## src/spqt_pkg.sv

```systemverilog
package spqt_pkg;

  // Default build parameters
  localparam int CANVAS_CENTRE_DEF   = 512;
  localparam int SCALE_FRAC_BITS_DEF = 12;
  localparam int ANGLE_FRAC_BITS_DEF = 6;

  // Datapath widths: coordinates are Q.8 held within +-2^40
  localparam int CW  = 42;
  localparam int AW  = 43;
  localparam int BW  = 16;
  localparam int PW  = AW + BW;
  localparam int TLW = 25;

  // Trig result format and rotation rounding
  localparam int TRIG_FRAC = 14;
  localparam logic signed [15:0] TRIG_ONE = 16'sd16384;

  // Configuration register map
  localparam int CFG_IDX_W = 3;
  localparam logic [CFG_IDX_W-1:0] CFG_OBJ_OFF_X   = 3'd0;
  localparam logic [CFG_IDX_W-1:0] CFG_OBJ_OFF_Y   = 3'd1;
  localparam logic [CFG_IDX_W-1:0] CFG_OBJ_SCALE_X = 3'd2;
  localparam logic [CFG_IDX_W-1:0] CFG_OBJ_SCALE_Y = 3'd3;
  localparam logic [CFG_IDX_W-1:0] CFG_ARR_OFF_X   = 3'd4;
  localparam logic [CFG_IDX_W-1:0] CFG_ARR_OFF_Y   = 3'd5;
  localparam logic [CFG_IDX_W-1:0] CFG_ARR_SCALE_X = 3'd6;
  localparam logic [CFG_IDX_W-1:0] CFG_ARR_SCALE_Y = 3'd7;

  localparam logic signed [15:0] UNITY_SCALE = 16'sd4096;

  // Queue between front and back
  localparam int QDEPTH = 2;

  localparam logic signed [63:0] LIM40_64 = 64'sd1 <<< 40;
  localparam logic signed [63:0] MAX32_64 = 64'sd2147483647;
  localparam logic signed [63:0] MIN32_64 = -64'sd2147483648;

  typedef struct packed {
    logic signed [15:0] obj_off_x;
    logic signed [15:0] obj_off_y;
    logic signed [15:0] obj_scale_x;
    logic signed [15:0] obj_scale_y;
    logic signed [15:0] arr_off_x;
    logic signed [15:0] arr_off_y;
    logic signed [15:0] arr_scale_x;
    logic signed [15:0] arr_scale_y;
  } cfg_t;

  typedef struct packed {
    logic                   is_part;
    logic signed [15:0]     pos_x;
    logic signed [15:0]     pos_y;
    logic signed [15:0]     scale_x;
    logic signed [15:0]     scale_y;
    logic signed [16:0]     angle;
    logic [11:0]            region_w;
    logic [11:0]            region_h;
    logic                   flip_x;
    logic                   flip_y;
    logic signed [TLW-1:0]  tl_x;
    logic signed [TLW-1:0]  tl_y;
  } item_t;

  typedef struct packed {
    logic signed [15:0] cos_v;
    logic signed [15:0] sin_v;
    logic               skip;
  } trig_t;

  // Arctangent of 2^-i in Q.16 degrees
  function automatic logic [21:0] atan_q16(input logic [3:0] i);
    case (i)
      4'd0:    return 22'd2949120;
      4'd1:    return 22'd1740967;
      4'd2:    return 22'd919879;
      4'd3:    return 22'd466945;
      4'd4:    return 22'd234379;
      4'd5:    return 22'd117304;
      4'd6:    return 22'd58666;
      4'd7:    return 22'd29335;
      4'd8:    return 22'd14668;
      4'd9:    return 22'd7334;
      4'd10:   return 22'd3667;
      4'd11:   return 22'd1833;
      4'd12:   return 22'd917;
      4'd13:   return 22'd458;
      4'd14:   return 22'd229;
      default: return 22'd115;
    endcase
  endfunction

  // Shift right by n with round half up
  function automatic logic signed [63:0] rnd_sh(input logic signed [63:0] v,
                                               input int unsigned n);
    logic signed [63:0] half;
    half = (n == 0) ? 64'sd0 : (64'sd1 <<< (n - 1));
    return (v + half) >>> n;
  endfunction

  function automatic logic signed [CW-1:0] sat40(input logic signed [63:0] v);
    logic signed [63:0] t;
    t = v;
    if (v > LIM40_64) t = LIM40_64;
    if (v < -LIM40_64) t = -LIM40_64;
    return t[CW-1:0];
  endfunction

  function automatic logic [31:0] sat32(input logic signed [63:0] v);
    logic signed [63:0] t;
    t = v;
    if (v > MAX32_64) t = MAX32_64;
    if (v < MIN32_64) t = MIN32_64;
    return t[31:0];
  endfunction

endpackage

```

## src/spqt_ifs.sv

```systemverilog
interface spqt_in_if;
  logic               valid;
  logic               ready;
  logic               mode;
  logic signed [15:0] pos_x;
  logic signed [15:0] pos_y;
  logic signed [15:0] scale_x;
  logic signed [15:0] scale_y;
  logic signed [15:0] angle;
  logic [11:0]        region_w;
  logic [11:0]        region_h;
  logic               flip_x;
  logic               flip_y;

  modport source (output valid, mode, pos_x, pos_y, scale_x, scale_y, angle,
                  region_w, region_h, flip_x, flip_y, input ready);
  modport sink (input valid, mode, pos_x, pos_y, scale_x, scale_y, angle,
                region_w, region_h, flip_x, flip_y, output ready);
endinterface


```

## src/spqt_front.sv

```systemverilog
module spqt_front #(
  parameter int CANVAS_CENTRE = spqt_pkg::CANVAS_CENTRE_DEF
) (
  input  logic                           clk,
  input  logic                           rst_n,
  spqt_in_if.sink                        in_item,
  input  logic                           cfg_we,
  input  logic [spqt_pkg::CFG_IDX_W-1:0] cfg_idx,
  input  logic [15:0]                    cfg_wdata,
  output spqt_pkg::cfg_t                 cfg,
  output logic                           push_valid,
  output spqt_pkg::item_t                push_data,
  input  logic                           push_ready
);
  import spqt_pkg::*;

  cfg_t cfg_r;
  logic neg_ang;
  logic signed [16:0] ang17;

  // Configuration register file
  always_ff @(posedge clk) begin
    if (!rst_n) begin
      cfg_r.obj_off_x   <= '0;
      cfg_r.obj_off_y   <= '0;
      cfg_r.obj_scale_x <= UNITY_SCALE;
      cfg_r.obj_scale_y <= UNITY_SCALE;
      cfg_r.arr_off_x   <= '0;
      cfg_r.arr_off_y   <= '0;
      cfg_r.arr_scale_x <= UNITY_SCALE;
      cfg_r.arr_scale_y <= UNITY_SCALE;
    end else if (cfg_we) begin
      case (cfg_idx)
        CFG_OBJ_OFF_X:   cfg_r.obj_off_x   <= cfg_wdata;
        CFG_OBJ_OFF_Y:   cfg_r.obj_off_y   <= cfg_wdata;
        CFG_OBJ_SCALE_X: cfg_r.obj_scale_x <= cfg_wdata;
        CFG_OBJ_SCALE_Y: cfg_r.obj_scale_y <= cfg_wdata;
        CFG_ARR_OFF_X:   cfg_r.arr_off_x   <= cfg_wdata;
        CFG_ARR_OFF_Y:   cfg_r.arr_off_y   <= cfg_wdata;
        CFG_ARR_SCALE_X: cfg_r.arr_scale_x <= cfg_wdata;
        CFG_ARR_SCALE_Y: cfg_r.arr_scale_y <= cfg_wdata;
        default: ;
      endcase
    end
  end

  assign cfg = cfg_r;

  // Each negative arrangement scale mirrors the part, which reverses its angle.
  assign neg_ang = cfg_r.arr_scale_x[15] ^ cfg_r.arr_scale_y[15];
  assign ang17   = 17'(in_item.angle);

  // Classify the item and precompute the top-left corner relative to the canvas.
  always_comb begin
    push_data.is_part  = in_item.mode;
    push_data.pos_x    = in_item.pos_x;
    push_data.pos_y    = in_item.pos_y;
    push_data.scale_x  = in_item.scale_x;
    push_data.scale_y  = in_item.scale_y;
    push_data.angle    = (in_item.mode && neg_ang) ? -ang17 : ang17;
    push_data.region_w = in_item.region_w;
    push_data.region_h = in_item.region_h;
    push_data.flip_x   = in_item.flip_x;
    push_data.flip_y   = in_item.flip_y;
    push_data.tl_x     = (TLW'(in_item.pos_x) - TLW'(CANVAS_CENTRE)) <<< 8;
    push_data.tl_y     = (TLW'(in_item.pos_y) - TLW'(CANVAS_CENTRE)) <<< 8;
  end

  assign push_valid    = in_item.valid;
  assign in_item.ready = push_ready;

endmodule

```

## src/flat_wrapper.sv

```systemverilog
// flat-port wrapper written by rule: the top's interface ports become plain ports
module spqt_front_flat import spqt_pkg::*;
#(
  parameter int CANVAS_CENTRE = spqt_pkg::CANVAS_CENTRE_DEF
)
  (clk, rst_n, cfg_we, cfg_idx, cfg_wdata, cfg, push_valid, push_data, push_ready, in_item_valid, in_item_mode, in_item_pos_x, in_item_pos_y, in_item_scale_x, in_item_scale_y, in_item_angle, in_item_region_w, in_item_region_h, in_item_flip_x, in_item_flip_y, in_item_ready);
  spqt_in_if in_item_i ();
  input  logic clk;
  input  logic rst_n;
  input  logic cfg_we;
  input  logic [spqt_pkg::CFG_IDX_W-1:0] cfg_idx;
  input  logic [15:0] cfg_wdata;
  output spqt_pkg::cfg_t cfg;
  output logic push_valid;
  output spqt_pkg::item_t push_data;
  input  logic push_ready;
  input wire logic [$bits(in_item_i.valid)-1:0] in_item_valid;
  input wire logic [$bits(in_item_i.mode)-1:0] in_item_mode;
  input wire logic [$bits(in_item_i.pos_x)-1:0] in_item_pos_x;
  input wire logic [$bits(in_item_i.pos_y)-1:0] in_item_pos_y;
  input wire logic [$bits(in_item_i.scale_x)-1:0] in_item_scale_x;
  input wire logic [$bits(in_item_i.scale_y)-1:0] in_item_scale_y;
  input wire logic [$bits(in_item_i.angle)-1:0] in_item_angle;
  input wire logic [$bits(in_item_i.region_w)-1:0] in_item_region_w;
  input wire logic [$bits(in_item_i.region_h)-1:0] in_item_region_h;
  input wire logic [$bits(in_item_i.flip_x)-1:0] in_item_flip_x;
  input wire logic [$bits(in_item_i.flip_y)-1:0] in_item_flip_y;
  output wire logic [$bits(in_item_i.ready)-1:0] in_item_ready;
  assign in_item_i.valid = in_item_valid;
  assign in_item_i.mode = in_item_mode;
  assign in_item_i.pos_x = in_item_pos_x;
  assign in_item_i.pos_y = in_item_pos_y;
  assign in_item_i.scale_x = in_item_scale_x;
  assign in_item_i.scale_y = in_item_scale_y;
  assign in_item_i.angle = in_item_angle;
  assign in_item_i.region_w = in_item_region_w;
  assign in_item_i.region_h = in_item_region_h;
  assign in_item_i.flip_x = in_item_flip_x;
  assign in_item_i.flip_y = in_item_flip_y;
  assign in_item_ready = in_item_i.ready;
  spqt_front #(.CANVAS_CENTRE(CANVAS_CENTRE)) u_core (.clk(clk), .rst_n(rst_n), .in_item(in_item_i), .cfg_we(cfg_we), .cfg_idx(cfg_idx), .cfg_wdata(cfg_wdata), .cfg(cfg), .push_valid(push_valid), .push_data(push_data), .push_ready(push_ready));
endmodule
```

## config.mk

```make
export PLATFORM = sky130hd
export DESIGN_NAME = spqt_front_flat
export DESIGN_NICKNAME = d
export VERILOG_FILES = /design/src/spqt_pkg.sv /design/src/spqt_ifs.sv /design/src/spqt_front.sv /design/src/flat_wrapper.sv
export SDC_FILE = /design/constraint.sdc
export NUM_CORES = 1
export LEC_CHECK = 0
export ABC_AREA = 1
export BUFFER_PORTS_ARGS = -buffer_cell sky130_fd_sc_hd__buf_2
export CORE_AREA = 3 3 161 163
export DETAILED_ROUTE_END_ITERATION = 8
export DIE_AREA = 0 0 164 166
export GPL_ROUTABILITY_DRIVEN = 0
export PLACE_DENSITY_LB_ADDON = 0.25
export RECOVER_POWER = 100
export SLEW_MARGIN = 10
export SYNTH_ARGS = -nofsm -noshare
export SYNTH_HDL_FRONTEND = slang
export SYNTH_SLANG_ARGS = --single-unit
```

## constraint.sdc

```tcl
create_clock -name clk -period 1 [get_ports clk]
set_input_delay 0 -clock clk [delete_from_list [all_inputs] [get_ports clk]]
set_output_delay 0 -clock clk [all_outputs]
set_load 0.05 [all_outputs]
```

==> run summary <==
Final Power -> 14.9 mW
Initial antenna violation count -> 0
P_sw -> 4.94 mW
# diodes -> 0
Syn-to-layout area delta -> 48.3%
Core ar. -> 0.0245 mm^2
CP max FO -> 14
Cell count after synthesis -> 854
RSZ-0062 raised after global routing -> yes
Fin crit period -> 1.69 ns
Layout cells sized above 1 -> 38.3%
Final Non-Filler Cells -> 1,360
WP data required -> 1.00 ns
Syn Std Cell Area -> 0.00617 mm^2
Largest net degree at the start of global routing -> 37
Slew HR -> 58.2%
Failing checks -> setup timing
Die area -> 0.0272 mm^2
Port-buffer cells -> 228
Dpl cell area -> 0.00771 mm^2
Pins Over Slew Limit -> 0
CTS tree -> built
CP peak stage delay -> 0.36 ns
Global route total overflow -> 0
Least-Margin Pin Slew -> 0.629 ns
Rows -> 57
Worst-case clock buffer depth -> 2
Crit-path cells -> nand2_2 > nand2_2 > nor2_4 > buf_12 > o21ai_2 > buf_12 > xnor2_4 > buf_6
Max reg flops -> 128
Drt drc -> 0
Tot GR Track Use -> 18.1%
Power per standard cell area -> 1630 mW/mm^2
VDD IR max -> 0.947 mV
Layout Skew -> 0 ns
Post-synthesis sequential area ratio -> 41.5%
First-pass GRT wire length -> 37,100 um
Post-DR wirelength/cell -> 18.5 um
Critical path's slowest cell -> dfxtp_4
Netlist cell types -> 21
Placed insts -> 1,315
Pint -> 9.99 mW
Hold crit path type -> in -> out
Achievable Freq -> 593 MHz
Post-DR vias/cell -> 4.27
First DRT Iteration DRCs -> 273
Final Util -> 37.4%
Pre-Repair DR Iteration Count -> 4
Final hold violation count -> 0
Finish-stage setup viols -> 129
Switching Share -> 33.1%
Leak -> 4.36 nW
DR vias -> 5,811
Worst Slack Setup Final -> -0.688 ns
Combinational share of power -> 22.0%
Fin crit share -> 169%
Nets@finish -> 1,157
Crit path DAT -> 1.69 ns
Sequential share of power -> 36.1%
Setup crit end kind -> output port
Vias in the first global route -> 5,845
Synthesized flop and latch total -> 128
Final wirelength -> 25,200 um
Final TNS setup -> -22.15 ns
Min Hold Slack -> 0.0000118 ns
Syn avg cell area -> 7.22 um^2
Clock Latency Late Sink -> 0.41 ns
Clock Pin Slew Worst Setup and Hold Paths -> 0.06 ns
Yosys Warn Count -> 0
Clock Power Share -> 41.9%
Finished Cell Area -> 0.00915 mm^2
Status -> finished with violations
DIE WIDTH -> 164 um
Sink Count -> 128
Root buffer cell -> clkbuf_16
Setup crit start kind -> register
DP HPWL -> 18,500 um
Critical path type -> reg -> out
Initial Util -> 25.2%
Post-Place Worst Slack -> -0.530 ns
Total CTS buffers -> 17
Max Cap Violations -> 0
Post-DRT Antenna Nets -> 0
H-tree depth -> 4
Chip height -> 166 um
IO Count -> 419
[routing by layer]
metal	part of all wire, %	up-vias	global-route usage, %
li1	-	2865	-
met5	0	-	0
met3	10	40	7.61
met1	39	2670	20.7
met2	48	236	30.3
met4	2.6	0	6.47
[critical path: cells and delay by family (launching register included)]
family / cells / cell delay (ns)
buffers and inverters: 3 / 0.45
AOI/OAI and AO/OA: 1 / 0.09
and+or+nand+nor: 3 / 0.21
DFF: 1 / 0.36
xor gates and xnor gates: 1 / 0.15
[Yosys cell counts (all sizes together)]
cell,n,area (um^2)
o21ai,131,656
nor3,3,15.0
nand2,60,228
inv,35,131
xor2,8,70.1
nor2,282,1120
dfxtp,128,2560
nand3,17,85.1
conb,1,3.75
xnor2,9,78.8
clkbuf,32,123
buf,143,1050
o21bai,2,15.0
ha,3,37.5
[power by group through the flow]
stage	Sequential, mW	Combinational (mW)	Clock (mW)
2_1_floorplan	6.09	2.50	0
3_3_place_gp	5.47	2.98	0
3_5_place_dp	5.47	2.98	0
4_1_cts	5.38	3.26	6.40
5_1_grt	5.41	3.47	6.62
6_report	5.39	3.29	6.26
[timing repair]
action                     in CTS  in global routing
buffers inserted                3                  1
hold endpoints to repair       48                  1
gates resized for setup       192                 68
hold buffers                    8                  1
pin swaps                       5                  3
setup endpoints to repair     151                 81
[cells by family after synthesis]
| logic type | synth area share, % |
|---|---|
| and+or+nand+nor | 23.4 |
| buffers and inverters | 21.1 |
| AOI/OAI and AO/OA | 10.9 |
| DFF | 41.5 |
| xor gates and xnor gates | 2.41 |
| adders and majority gates | 0.608 |
| other | 0.0608 |
[area by class of cell]
cell class                      count  area [um^2]
Inverter                           35          139
Clock inverter                     13          124
Fill cell                        2569        15300
Sequential cell                   128         2580
Multi-Input combinational cell    531         2830
Tap cell                          324          405
Clock buffer                       19          464
Timing Repair Buffer              310         2620
[final timing paths]
check	start	to	depth (start not counted)	slack [ns]
worst min-delay path	in_item_pos_y[5]	push_data[13]	0	0.00001
worst min register to register	u_core.cfg[92]	u_core.cfg[92]	2	0.46
worst max register to register	u_core.cfg[31]	u_core.cfg[31]	3	0.16
worst max-delay path	u_core.cfg[15]	push_data[82]	8	-0.69
[layout by cell type (no fill, tap or decap), types with 7 or more instances in the layout]
master / n
nor2_1: 270
buf_4: 133
dfxtp_1: 120
o21ai_0: 113
buf_6: 69
buf_2: 51
nand2_1: 41
inv_1: 23
clkbuf_1: 19
clkbuf_16: 18
conb_1: 16
o21ai_1: 15
buf_12: 13
nand3_1: 11
nand2_4: 10
nor2_4: 10
inv_2: 10
nand2_2: 9
dlygate4sd3_1: 9
xor2_4: 8
buf_8: 8
clkbuf_2: 7
No activity file was read; power rests on OpenSTA's default activity.
