$ cat config.mk
export PLATFORM = sky130hd
export DESIGN_NAME = spqt_queue
export DESIGN_NICKNAME = d
export VERILOG_FILES = /design/src/spqt_pkg.sv /design/src/spqt_queue.sv
export SDC_FILE = /design/constraint.sdc
export NUM_CORES = 1
export LEC_CHECK = 0
export BUFFER_PORTS_ARGS = -buffer_cell sky130_fd_sc_hd__buf_2
export CORE_MARGIN = 5
export CORE_UTILIZATION = 52
export DETAILED_ROUTE_END_ITERATION = 10
export GPL_ROUTABILITY_DRIVEN = 0
export PLACE_DENSITY = 0.85
export SYNTH_ARGS = -nofsm -noshare
export SYNTH_HDL_FRONTEND = slang
export SYNTH_SLANG_ARGS = --single-unit
$ cat constraint.sdc
create_clock -name clk -period 5.6 [get_ports clk]
set_clock_uncertainty 0.05 [all_clocks]
set_input_delay 0.28 -clock clk [delete_from_list [all_inputs] [get_ports clk]]
set_output_delay 0.28 -clock clk [all_outputs]
set_load 0.005 [all_outputs]
$ cat src/spqt_pkg.sv
package spqt_pkg;

  // Default build parameters
  localparam int CANVAS_CENTRE_DEF   = 512;
  localparam int SCALE_FRAC_BITS_DEF = 12;
  localparam int ANGLE_FRAC_BITS_DEF = 6;

  // Datapath widths: coordinates are Q.8 held within +-2^40
  localparam int CW  = 42;
  localparam int AW  = 43;
  localparam int BW  = 16;
  localparam int PW  = AW + BW;
  localparam int TLW = 25;

  // Trig result format and rotation rounding
  localparam int TRIG_FRAC = 14;
  localparam logic signed [15:0] TRIG_ONE = 16'sd16384;

  // Configuration register map
  localparam int CFG_IDX_W = 3;
  localparam logic [CFG_IDX_W-1:0] CFG_OBJ_OFF_X   = 3'd0;
  localparam logic [CFG_IDX_W-1:0] CFG_OBJ_OFF_Y   = 3'd1;
  localparam logic [CFG_IDX_W-1:0] CFG_OBJ_SCALE_X = 3'd2;
  localparam logic [CFG_IDX_W-1:0] CFG_OBJ_SCALE_Y = 3'd3;
  localparam logic [CFG_IDX_W-1:0] CFG_ARR_OFF_X   = 3'd4;
  localparam logic [CFG_IDX_W-1:0] CFG_ARR_OFF_Y   = 3'd5;
  localparam logic [CFG_IDX_W-1:0] CFG_ARR_SCALE_X = 3'd6;
  localparam logic [CFG_IDX_W-1:0] CFG_ARR_SCALE_Y = 3'd7;

  localparam logic signed [15:0] UNITY_SCALE = 16'sd4096;

  // Queue between front and back
  localparam int QDEPTH = 2;

  localparam logic signed [63:0] LIM40_64 = 64'sd1 <<< 40;
  localparam logic signed [63:0] MAX32_64 = 64'sd2147483647;
  localparam logic signed [63:0] MIN32_64 = -64'sd2147483648;

  typedef struct packed {
    logic signed [15:0] obj_off_x;
    logic signed [15:0] obj_off_y;
    logic signed [15:0] obj_scale_x;
    logic signed [15:0] obj_scale_y;
    logic signed [15:0] arr_off_x;
    logic signed [15:0] arr_off_y;
    logic signed [15:0] arr_scale_x;
    logic signed [15:0] arr_scale_y;
  } cfg_t;

  typedef struct packed {
    logic                   is_part;
    logic signed [15:0]     pos_x;
    logic signed [15:0]     pos_y;
    logic signed [15:0]     scale_x;
    logic signed [15:0]     scale_y;
    logic signed [16:0]     angle;
    logic [11:0]            region_w;
    logic [11:0]            region_h;
    logic                   flip_x;
    logic                   flip_y;
    logic signed [TLW-1:0]  tl_x;
    logic signed [TLW-1:0]  tl_y;
  } item_t;

  typedef struct packed {
    logic signed [15:0] cos_v;
    logic signed [15:0] sin_v;
    logic               skip;
  } trig_t;

  // Arctangent of 2^-i in Q.16 degrees
  function automatic logic [21:0] atan_q16(input logic [3:0] i);
    case (i)
      4'd0:    return 22'd2949120;
      4'd1:    return 22'd1740967;
      4'd2:    return 22'd919879;
      4'd3:    return 22'd466945;
      4'd4:    return 22'd234379;
      4'd5:    return 22'd117304;
      4'd6:    return 22'd58666;
      4'd7:    return 22'd29335;
      4'd8:    return 22'd14668;
      4'd9:    return 22'd7334;
      4'd10:   return 22'd3667;
      4'd11:   return 22'd1833;
      4'd12:   return 22'd917;
      4'd13:   return 22'd458;
      4'd14:   return 22'd229;
      default: return 22'd115;
    endcase
  endfunction

  // Shift right by n with round half up
  function automatic logic signed [63:0] rnd_sh(input logic signed [63:0] v,
                                               input int unsigned n);
    logic signed [63:0] half;
    half = (n == 0) ? 64'sd0 : (64'sd1 <<< (n - 1));
    return (v + half) >>> n;
  endfunction

  function automatic logic signed [CW-1:0] sat40(input logic signed [63:0] v);
    logic signed [63:0] t;
    t = v;
    if (v > LIM40_64) t = LIM40_64;
    if (v < -LIM40_64) t = -LIM40_64;
    return t[CW-1:0];
  endfunction

  function automatic logic [31:0] sat32(input logic signed [63:0] v);
    logic signed [63:0] t;
    t = v;
    if (v > MAX32_64) t = MAX32_64;
    if (v < MIN32_64) t = MIN32_64;
    return t[31:0];
  endfunction

endpackage

$ cat src/spqt_queue.sv
module spqt_queue (
  input  logic            clk,
  input  logic            rst_n,
  input  logic            push_valid,
  input  spqt_pkg::item_t push_data,
  output logic            push_ready,
  output logic            pop_valid,
  output spqt_pkg::item_t pop_data,
  input  logic            pop_ready
);
  import spqt_pkg::*;

  localparam int PTR_W = $clog2(QDEPTH);
  localparam int CNT_W = $clog2(QDEPTH + 1);

  item_t             mem_r [QDEPTH];
  logic [PTR_W-1:0]  wp_r, rp_r;
  logic [CNT_W-1:0]  cnt_r;
  logic              do_push, do_pop;

  assign push_ready = (cnt_r != CNT_W'(QDEPTH));
  assign pop_valid  = (cnt_r != '0);
  assign pop_data   = mem_r[rp_r];
  assign do_push    = push_valid && push_ready;
  assign do_pop     = pop_valid && pop_ready;

  // Entry storage
  always_ff @(posedge clk) begin
    if (do_push) mem_r[wp_r] <= push_data;
  end

  // Pointers and fill count
  always_ff @(posedge clk) begin
    if (!rst_n) begin
      wp_r  <= '0;
      rp_r  <= '0;
      cnt_r <= '0;
    end else begin
      if (do_push) wp_r <= (wp_r == PTR_W'(QDEPTH - 1)) ? '0 : wp_r + 1'b1;
      if (do_pop)  rp_r <= (rp_r == PTR_W'(QDEPTH - 1)) ? '0 : rp_r + 1'b1;
      if (do_push && !do_pop)      cnt_r <= cnt_r + 1'b1;
      else if (do_pop && !do_push) cnt_r <= cnt_r - 1'b1;
    end
  end

endmodule

==> summary.md, run 1 <==
| Metric | Value |
|---|---|
| Status | `completed` |
| First-pass GRT wire length | `between 40000 and 50000 um` |
| Total GRT Usage | `just over 20%` |
| Max-slew violations | `0` |
| Register area share after synthesis | `79.4%` |
| Hold Startpoint | `push_valid` |
| Post-Route WL | `about 28000 um` |
| IO Count | `between 300 and 400` |
| Crit end category | `output pin` |
| TritonCTS buffer count | `34` |
| Slew HR | `22.9%` |
| Die Y-Extent | `around 160 um` |
| DRT iter0 DRCs | `456` |
| Placed Cells | `between 1000 and 1500` |
| Combinational family with the most area after synthesis | `multiplexers` |
| Routed Antenna Nets | `0` |
| Fmax | `about 320 MHz` |
| Share of cells above drive strength 1 | `51.8%` |
| Clk_lat worst skew | `about 0.50 ns` |
| Worst-Margin Slew | `~1.2 ns` |
| Initial DRT Pass Iterations | `4` |
| Gr ovfl total | `0` |
| Largest net degree at the start of global routing | `between 60 and 70` |
| Mean Syn Cell Area | `around 23 sq um` |
| Worst r2r src | `cnt_r[0]` |
| DR DRC count | `0` |
| Clk slew on worst S/H paths | `0.06 ns` |
| Min Tclk post-route | `3.09 ns` |
| Routed wire per std cell | `about 20 um` |
| Final #Nets | `approximately 1200` |
| Detailed-route via count | `about 6800` |
| CP max FO | `63` |
| Met3 Use GR | `about 4.6%` |
| Synth Area in XOR/XNOR | `less than 1%` |
| Setup ws final | `between 2 and 3 ns` |
| M1 GR Usage | `24.3%` |
| Final Power | `just under 0.007 W` |
| Peak supply drop | `0.281 mV` |
| Synth Instances | `between 500 and 600` |
| Setup-failing EPs final | `0` |
| Startpoint type of the worst setup path | `flop` |
| CTS tree | `done` |
| CP arrival | `approximately 2.8 ns` |
| Worst EP required | `5.27 ns` |
| Fill cells | `between 1000 and 1500` |
| H-tree levels | `2` |
| Adder and majority cell fraction of the synthesized area | `less than 1%` |
| Leakage | `6.48 nW` |
| Crit path kind | `flop to output pin` |
| P per Cell Area | `418 nW/um^2` |
| Initial antenna violation count | `2` |
| Post-Layout Cell Count | `between 1000 and 1500` |
| DP Worst Slack | `2.99 ns` |
| RSZ-0062 raised after global routing | `no` |
| Grt met2 use | `about 36%` |
| Root Driver | `clkbuf_16` |
| Final Hold Fails | `0` |
| Max Cap Viol | `0` |
| # clock sinks | `~320` |
| Die footprint | `26400 sq um` |
| Global routing's busiest layer | `met2` |
| Hold WC Path Type | `primary input to flop` |
| Setup TNS | `0 ns` |
| DPL Wire Length | `~16000 um` |
| Distinct cells, synth | `22` |
| Fin crit share | `55.1%` |
| Post-synthesis compound-gate area fraction | `less than 1%` |
| # rows | `55` |
| PortBufs | `321` |
| Ys Warns | `0` |
| Core area | `around 23000 sq um` |
| Vias in the first global route | `between 7000 and 8000` |
| Area Overhead vs Synth | `37.9%` |
| Synth Area in Simple Gates | `0.539%` |
| Cts repair resizes | `0` |
| Mux contribution to synthesized area | `between 10% and 20%` |
| Max clock buf depth | `3` |
| Die Span X | `approximately 160 um` |
| Initial Utilization | `53.0%` |
| FF+latch count, synth | `approximately 320` |
| Syn_nets | `between 600 and 700` |
| Vias per cell | `approximately 5` |
| Post-Syn Area | `between 10000 and 15000 sq um` |
-- path summary, 6_finish.rpt --
kind / end / slack [ns] / cells after the start
max: pop_data[147] / 2.51 / 3
min: wp_r / 0.11 / 3
max reg2reg: mem_r[1][46] / 3.13 / 3
min reg2reg: cnt_r[1] / 0.52 / 2
-- layout make-up --
type / instances / area [sq um] / share of cell area [%]
flip-flops and latches: 321 / 9590 / 57.6
repair buffers: 486 / 3260 / 19.6
multi-input cells: 176 / 2300 / 13.8
clock buffers: 42 / 955 / 5.73
well taps: 313 / 392 / 2.35
clock inverters: 18 / 141 / 0.849
inverters: 1 / 8.76 / 0.0526
diodes: 2 / 5.00 / 0.0301
-- sequential cells by signal, summed over array words and instances, names as in the netlist, named ones only --
name	flops
cnt_r	2
wp_r	1
rp_r	1
mem_r	316
-- logic make-up after synthesis --
kind of cell    Yosys count
flops                   321
simple gates              9
xor+xnor                  3
compound gates            5
mux                     158
fa+ha+maj                 1
buf+inv                  19
-- per-layer routing --
metal,part of all wire (%),vias to the layer above
li1,-,3074
met2,53,285
met4,3.3,0
met1,38,3336
met3,6.4,59
met5,0,-
-- through the flow --
stage          cell area, sq um  utilization [%]  hold slack, ns
2_1_floorplan             12100                -           0.329
3_3_place_gp              14000             61.3           0.417
3_5_place_dp              14000             61.3           0.421
4_1_cts                   16600             73.1          0.0564
5_1_grt                   16700             73.1          0.0961
6_report                  16700             73.1           0.107
-- layout by cell type, fill, tap and decap left out, types with 2 or more instances in the layout --
master	instances
and2_1	4
buf_2	321
xnor2_1	2
mux2_2	57
clkbuf_1	4
buf_4	5
clkinv_2	7
mux2_4	101
diode_2	2
dlygate4sd3_1	159
clkinvlp_4	2
edfxtp_1	316
bufinv_16	2
clkinv_1	6
clkbuf_16	37
dfxtp_1	4
-- report_power, final --
group	internal, W	switching, W	total (W)
clock	0.00130	0.000867	0.00217
sequential	0.00301	0.000169	0.00317
combinational	0.000916	0.000704	0.00162
total	0.00522	0.00174	0.00696
-- synth_stat cells --
| library cell | instances | area share [%] |
|---|---|---|
| ha_1 | 1 | 0.10 |
| a21bo_2 | 1 | 0.083 |
| or3_1 | 1 | 0.052 |
| and2_1 | 4 | 0.21 |
| xnor2_1 | 2 | 0.15 |
| o21ai_0 | 1 | 0.041 |
| dfxtp_1 | 5 | 0.83 |
| mux2_2 | 57 | 5.3 |
| nand2b_4 | 1 | 0.11 |
| edfxtp_1 | 316 | 79 |
| inv_1 | 1 | 0.031 |
| or2_2 | 1 | 0.052 |
| buf_8 | 1 | 0.12 |
| nand3b_1 | 1 | 0.062 |
| a21boi_0 | 1 | 0.062 |
| mux2_4 | 101 | 13 |
| buf_2 | 3 | 0.12 |
| and3_1 | 1 | 0.052 |
| o21ai_1 | 1 | 0.041 |
| a21boi_1 | 1 | 0.062 |
| xor2_1 | 1 | 0.073 |
| buf_6 | 14 | 1.3 |
-- critical path: stages (launching register included) --
cell,delay (ns)
dfxtp_4,1.07
buf_4,0.60
mux2_2,0.42
buf_2,0.13
-- timing repair --
action,4_1_cts,5_1_grt
hold buffers,159,0
setup buffers,0,0
endpoints found under the hold margin,319,0
(Power assumes the default switching activity.)
==> run 2, diff against run 1 <==
--- a/config.mk
+++ b/config.mk
@@ -5,12 +5,13 @@
 export SDC_FILE = /design/constraint.sdc
 export NUM_CORES = 1
 export LEC_CHECK = 0
+export ABC_AREA = 1
 export BUFFER_PORTS_ARGS = -buffer_cell sky130_fd_sc_hd__buf_2
 export CORE_MARGIN = 5
-export CORE_UTILIZATION = 52
+export CORE_UTILIZATION = 47
 export DETAILED_ROUTE_END_ITERATION = 10
 export GPL_ROUTABILITY_DRIVEN = 0
-export PLACE_DENSITY = 0.85
+export PLACE_DENSITY = 0.81
 export SYNTH_ARGS = -nofsm -noshare
 export SYNTH_HDL_FRONTEND = slang
 export SYNTH_SLANG_ARGS = --single-unit
==> constraint.sdc (replaced) <==
create_clock -name clk -period 2.7 [get_ports clk]
set_clock_uncertainty 0.05 [all_clocks]
set_input_delay 0.135 -clock clk [delete_from_list [all_inputs] [get_ports clk]]
set_output_delay 0.135 -clock clk [all_outputs]
set_load 0.005 [all_outputs]
==> summary.md, run 2 <==
| Metric | Value |
|---|---|
| Status | `completed` |
| Final #Nets | `1200` |
| Cts repair resizes | `0` |
| Initial antenna violation count | `2` |
| Post-CTS Setup Inserts | `0` |
| Crit path kind | `flop to output pin` |
| CTS tree | `done` |
| P per Cell Area | `834 nW/um^2` |
| Synth area leader | `edfxtp_1` |
| R2r setup slk | `around 1 ns` |
| Synth Instances | `approximately 530` |
| Detailed-route via count | `roughly 6900` |
| First-pass GRT wire length | `just over 40000 um` |
| Post-synth top cells | `edfxtp_1 (316), mux2_4 (101), mux2_2 (57)` |
| Initial Utilization | `a little under half` |
| Slew HR | `between 50 and 60%` |
| Die footprint | `29000 sq um` |
| Setup-failing EPs final | `0` |
| Final Power | `around 0.014 W` |
| Hold Crit Depth | `2` |
| PortBufs | `roughly 320` |
| Register area share after synthesis | `just under 80%` |
| Most frequent cells in the layout | `buf_2 (321), edfxtp_1 (316), dlygate4sd3_1 (161), mux2_4 (101), mux2_2 (57)` |
| Internal power | `0.0105 W` |
| Die Span X | `170 um` |
| # clock sinks | `321` |
| Syn_nets | `just under 700` |
| TritonCTS buffer count | `31` |
| Total GRT Usage | `18.0%` |
| Routed wire per std cell | `around 20 um` |
| Leakage | `about 6.5 nW` |
| Setup TNS | `0 ns` |
| Top cell type's share of synthesized area | `approximately 79%` |
| Peak supply drop | `a little under 0.8 mV` |
| Synth top area cells | `edfxtp_1 (79%), mux2_4 (13%), mux2_2 (5.3%), buf_6 (1.3%), dfxtp_1 (0.83%)` |
| Count leader, synth | `edfxtp_1` |
| Hold Startpoint | `push_data[88]` |
| Max-slew violations | `0` |
| Core area | `approximately 25000 sq um` |
| Most common cell after layout, fill and taps aside | `buf_2` |
| Die Y-Extent | `170 um` |
| Area Overhead vs Synth | `38.2%` |
| Worst hold endpoint | `mem_r[1][88]` |
| Largest Register | `mem_r` |
| IO Count | `between 300 and 400` |
| Ys Warns | `0` |
| Power share of the clock group | `between 20% and 30%` |
| DPL Wire Length | `about 16000 um` |
| Worst r2r src | `cnt_r[0]` |
| Final core occ | `approximately 66%` |
| Crit end category | `output pin` |
| Asr flop ratio synth | `0%` |
| Gr ovfl total | `0` |
| Final Hold Fails | `0` |
| Startpoint type of the worst setup path | `flop` |
| Combinational share of power | `a little under a quarter` |
| Min Tclk post-route | `approximately 2.3 ns` |
| Sw Share | `24.9%` |
| Max clock buf depth | `3` |
| DR DRC count | `0` |
| Hold WC Path Type | `primary input to flop` |
| RR Endpoint | `mem_r[0][105]` |
| Registers with the highest flip-flop counts | `mem_r: 316 flops, cnt_r: 2 flops` |
| Initial DRT Pass Iterations | `5` |
| Sequential Power Share | `a little under half` |
| RSZ-0062 raised after global routing | `no` |
| Ys flop type | `edfxtp_1` |
| Post-Route WL | `approximately 27000 um` |
| Worst R2R Path Depth | `5` |
| Fin crit share | `~84%` |
| Clk_lat worst skew | `approximately 0.54 ns` |
| # rows | `just under 60` |
| Number of flip-flops in the largest register | `around 320` |
| Clk slew on worst S/H paths | `roughly 0.07 ns` |
| Post-synth EDFFs | `~320` |
| DRT iter0 DRCs | `about 430` |
| Share of cells above drive strength 1 | `between 50% and 60%` |
| Routed Antenna Nets | `0` |
| Net Sw Power | `around 0.0035 W` |
| FF+latch count, synth | `between 300 and 400` |
| Vias per cell | `between 4 and 5` |
| Fill cells | `1644` |
| H-tree levels | `1` |
| Root Driver | `clkbuf_16` |
| Worst-Margin Slew | `about 0.63 ns` |
| Largest net degree at the start of global routing | `100` |
| Post-Syn Area | `about 12000 sq um` |
| Vias in the first global route | `between 7000 and 8000` |
| Distinct cells, synth | `16` |
| Worst EP required | `2.52 ns` |
| CP arrival | `about 2.1 ns` |
| Max Cap Viol | `0` |
| Mean Syn Cell Area | `about 23 sq um` |
| Fmax | `between 400 and 500 MHz` |
| CP max FO | `28` |
==> run 2: changes by cell type after synthesis, moves of 2 or more <==
cell / previous run / this run
inv_1: 1 / 8
nand2_1: 0 / 9
nor2_1: 0 / 8
xnor2_1: 2 / 0
and2_1: 4 / 0
==> run 2: cell type report <==
class                           instances  area [sq um]  share of cell area, %
Multi-Input combinational cell        182          2300                   13.8
Antenna cell                            2          5.00                 0.0300
Inverter                                8          30.0                  0.180
Timing Repair Buffer                  493          3380                   20.2
Tap cell                              330           413                   2.47
Clock inverter                         20           176                   1.06
Clock buffer                           37           798                   4.78
Sequential cell                       321          9590                   57.5
==> run 2: repair_timing <==
item                                   CTS  global route
setup endpoints to repair                0             0
hold buffers                           161             0
endpoints found under the hold margin  321             0
==> run 2: worst max-delay path, stage by stage (launching register included) <==
cell and delay [ns]:
dfxtp_4 0.62, buf_4 0.45, mux2_4 0.34, buf_2 0.14
==> run 2: cell families after synthesis <==
kind of cell             after synthesis  synth area share, %
adder cells (fa/ha/maj)                1                0.104
AND/OR/NAND/NOR                       19                0.622
flip-flops                           321                 79.4
buffers and inverters                 26                 1.80
multiplexers                         158                 17.9
AO/OA/AOI/OAI                          4                0.186
==> run 2: stage by stage <==
step                      cell area, sq um  hold WS (ns)  std cells  setup slack [ns]
after global routing                 16700         0.253       1393             0.318
after detailed placement             14100         0.276       1173             0.957
after global placement               14100         0.272       1173              1.00
after floorplan                      12100         0.184        529            -0.631
after CTS                            16700         0.237       1391             0.369
final                                16700         0.276       1393             0.425
==> run 2: power by group through the flow <==
stage	clock, W	sequential [W]	combinational [W]
global route	0.00446	0.00660	0.00351
finish	0.00410	0.00654	0.00328
detailed placement	0	0.00664	0.00307
CTS	0.00420	0.00654	0.00327
floorplan	0	0.00657	0.00196
global placement	0	0.00659	0.00302
==> run 2: layer usage <==
metal | track usage (%) | vias up | wire, um
met2 | 34.3 | 279 | 15000
met1 | 19.6 | 3410 | 9450
met4 | 6.49 | 0 | 880
met5 | 0 | - | 0
li1 | - | 3110 | -
met3 | 3.83 | 62 | 1740
==> run 2: worst max path at each step <==
stage                         from             to  slack (ns)  cells past startpoint
after floorplan           cnt_r[0]    mem_r[0][0]       -0.63                      4
after global placement        flop  pop_data[107]        1.00                      3
after detailed placement      flop   pop_data[56]        0.96                      3
after CTS                     flop   pop_data[56]        0.37                      3
after global routing          flop   pop_data[56]        0.32                      3
final                         flop   pop_data[68]        0.43                      3
==> run 3, diff against run 2 <==
--- a/config.mk
+++ b/config.mk
@@ -5,7 +5,7 @@
 export SDC_FILE = /design/constraint.sdc
 export NUM_CORES = 1
 export LEC_CHECK = 0
-export ABC_AREA = 1
+export ABC_AREA = 0
 export BUFFER_PORTS_ARGS = -buffer_cell sky130_fd_sc_hd__buf_2
 export CORE_MARGIN = 5
 export CORE_UTILIZATION = 47
==> constraint.sdc (replaced) <==
create_clock -name clk -period 1.9 [get_ports clk]
set_clock_uncertainty 0.05 [all_clocks]
set_input_delay 0.095 -clock clk [delete_from_list [all_inputs] [get_ports clk]]
set_output_delay 0.095 -clock clk [all_outputs]
set_load 0.005 [all_outputs]
==> summary.md, run 3 (synthesis results as in run 1) <==
| Metric | Value |
|---|---|
| Final Hold Fails | `0` |
| H-tree levels | `1` |
| Routed wire per std cell | `~22 um` |
| Largest delay share family, worst path | `buffers and inverters` |
| Largest Register | `mem_r` |
| Most common cell after layout, fill and taps aside | `edfxtp_1` |
| Crit-path cells | `buf_12 > clkbuf_16 > mux2_4 > buf_6` |
| Setup ws final | `-0.0472 ns` |
| Die footprint | `between 20000 and 30000 sq um` |
| Final #Nets | `1208` |
| Max-slew violations | `0` |
| Placed cell area | `14200 sq um` |
| # rows | `58` |
| Crit path kind | `flop to output pin` |
| DRT iter0 DRCs | `507` |
| Area Overhead vs Synth | `49.4%` |
| Clk slew on worst S/H paths | `0.06 ns` |
| Min Tclk post-route | `slightly below 2 ns` |
| Worst-Margin Slew | `between 0.3 and 0.4 ns` |
| Slew HR | `between 70% and 80%` |
| Initial Utilization | `a little under half` |
| Initial DRT Pass Iterations | `4` |
| Die Y-Extent | `about 170 um` |
| PortBufs | `321` |
| Vias per cell | `a little over 5` |
| DPL Wire Length | `between 15000 and 20000 um` |
| Registers with the highest flip-flop counts | `mem_r: 316 flops, cnt_r: 2 flops` |
| Final Cell Area | `18000 sq um` |
| Worst EP required | `about 1.8 ns` |
| Routed Antenna Nets | `0` |
| Vias in the first global route | `between 7000 and 8000` |
| Number of flip-flops in the largest register | `316` |
| CP arrival | `1.80 ns` |
| Startpoint type of the worst setup path | `flop` |
| Crit end category | `output pin` |
| CP max FO | `7` |
| Max clock buf depth | `3` |
| Die Span X | `170 um` |
| Peak supply drop | `0.933 mV` |
| Fin crit share | `102%` |
| Max Cap Viol | `0` |
| Leakage | `about 7 nW` |
| Setup-failing EPs final | `77` |
| DR DRC count | `0` |
| CP bufs+invs | `3` |
| CTS tree | `done` |
| RSZ-0062 raised after global routing | `yes` |
| Status | `finished with violations` |
| Total GRT Usage | `between 10% and 20%` |
| Failing checks | `negative setup slack` |
| Hold WC Path Type | `primary input to flop` |
| Core area | `25300 sq um` |
| IO Count | `roughly 320` |
| Root Driver | `clkbuf_16` |
| Slowest stage delay, CP | `roughly 0.44 ns` |
| First-pass GRT wire length | `43600 um` |
| TritonCTS buffer count | `31` |
| Initial antenna violation count | `8` |
| Post-Layout Cell Count | `about 1400` |
| Post-Route WL | `between 30000 and 40000 um` |
| Gr ovfl total | `0` |
| Fmax | `514 MHz` |
| P per Cell Area | `1240 nW/um^2` |
| Share of cells above drive strength 1 | `52.6%` |
| Clk_lat worst skew | `between 0.5 and 0.6 ns` |
| Most frequent cells in the layout | `edfxtp_1 (316), buf_2 (203), dlygate4sd3_1 (161), mux2_4 (129), buf_6 (119)` |
| Placed Cells | `1168` |
| Largest net degree at the start of global routing | `52` |
| Slowest CP cell | `dfxtp_4` |
| Detailed-route via count | `7059` |
| # clock sinks | `roughly 320` |
==> run 3: final timing paths <==
kind              endpoint  slack (ns)  cells past startpoint    startpoint
min            mem_r[0][6]        0.21                      2  push_data[6]
max          pop_data[112]       -0.05                      4          flop
max reg2reg   mem_r[0][83]        0.20                      5      cnt_r[0]
min reg2reg           rp_r        0.54                      2          rp_r
==> run 3: area by class of cell <==
type | instances | area, sq um
diodes | 5 | 12.5
clock buffers | 43 | 851
clock inverters | 14 | 144
fillers | 1469 | 7210
inverters | 1 | 7.51
multi-input cells | 176 | 2410
flip-flops and latches | 321 | 9590
well taps | 330 | 413
repair buffers | 514 | 4610
==> run 3: through the flow <==
| stage | setup slack, ns | hold WS (ns) | util, % | setup TNS [ns] | power (W) |
|---|---|---|---|---|---|
| 2_1_floorplan | -1.51 | 0.144 | - | -404.95 | 0.0123 |
| 5_1_grt | -0.106 | 0.199 | 71.4 | -9.06 | 0.0233 |
| 3_3_place_gp | 0.264 | 0.232 | 56.3 | 0 | 0.0141 |
| 3_5_place_dp | 0.231 | 0.236 | 56.3 | 0 | 0.0142 |
| 6_report | -0.0472 | 0.212 | 71.4 | -1.15 | 0.0224 |
| 4_1_cts | -0.0838 | 0.187 | 69.2 | -4.46 | 0.0215 |
==> run 3: timing repair <==
item                                    in CTS  in global routing
hold buffers                               161                  0
resized for setup                           81                 82
cloned                                       5                  6
endpoints found under the setup margin     122                125
endpoints found under the hold margin      321                  0
buffers inserted                             3                  0
==> run 3: metal layers <==
layer | global-route usage, % | wire length, um
met5 | 0 | 39
met4 | 5.90 | 1050
met3 | 4.62 | 2060
met2 | 36.2 | 16700
met1 | 22.3 | 11000
==> run 3: worst register-to-register path: stages, from the launching register on <==
cell and delay, ns:
dfxtp_2 0.38, nand2b_4 0.17, nand3b_1 0.13, clkinvlp_4 0.14, buf_12 0.23, buf_4 0.28
==> run 3: power breakdown <==
part	internal, W	total (W)	switching [W]
Combinational	0.00439	0.00723	0.00284
Clock	0.00351	0.00601	0.00249
Sequential	0.00884	0.00913	0.000288
Total	0.0167	0.0224	0.00562
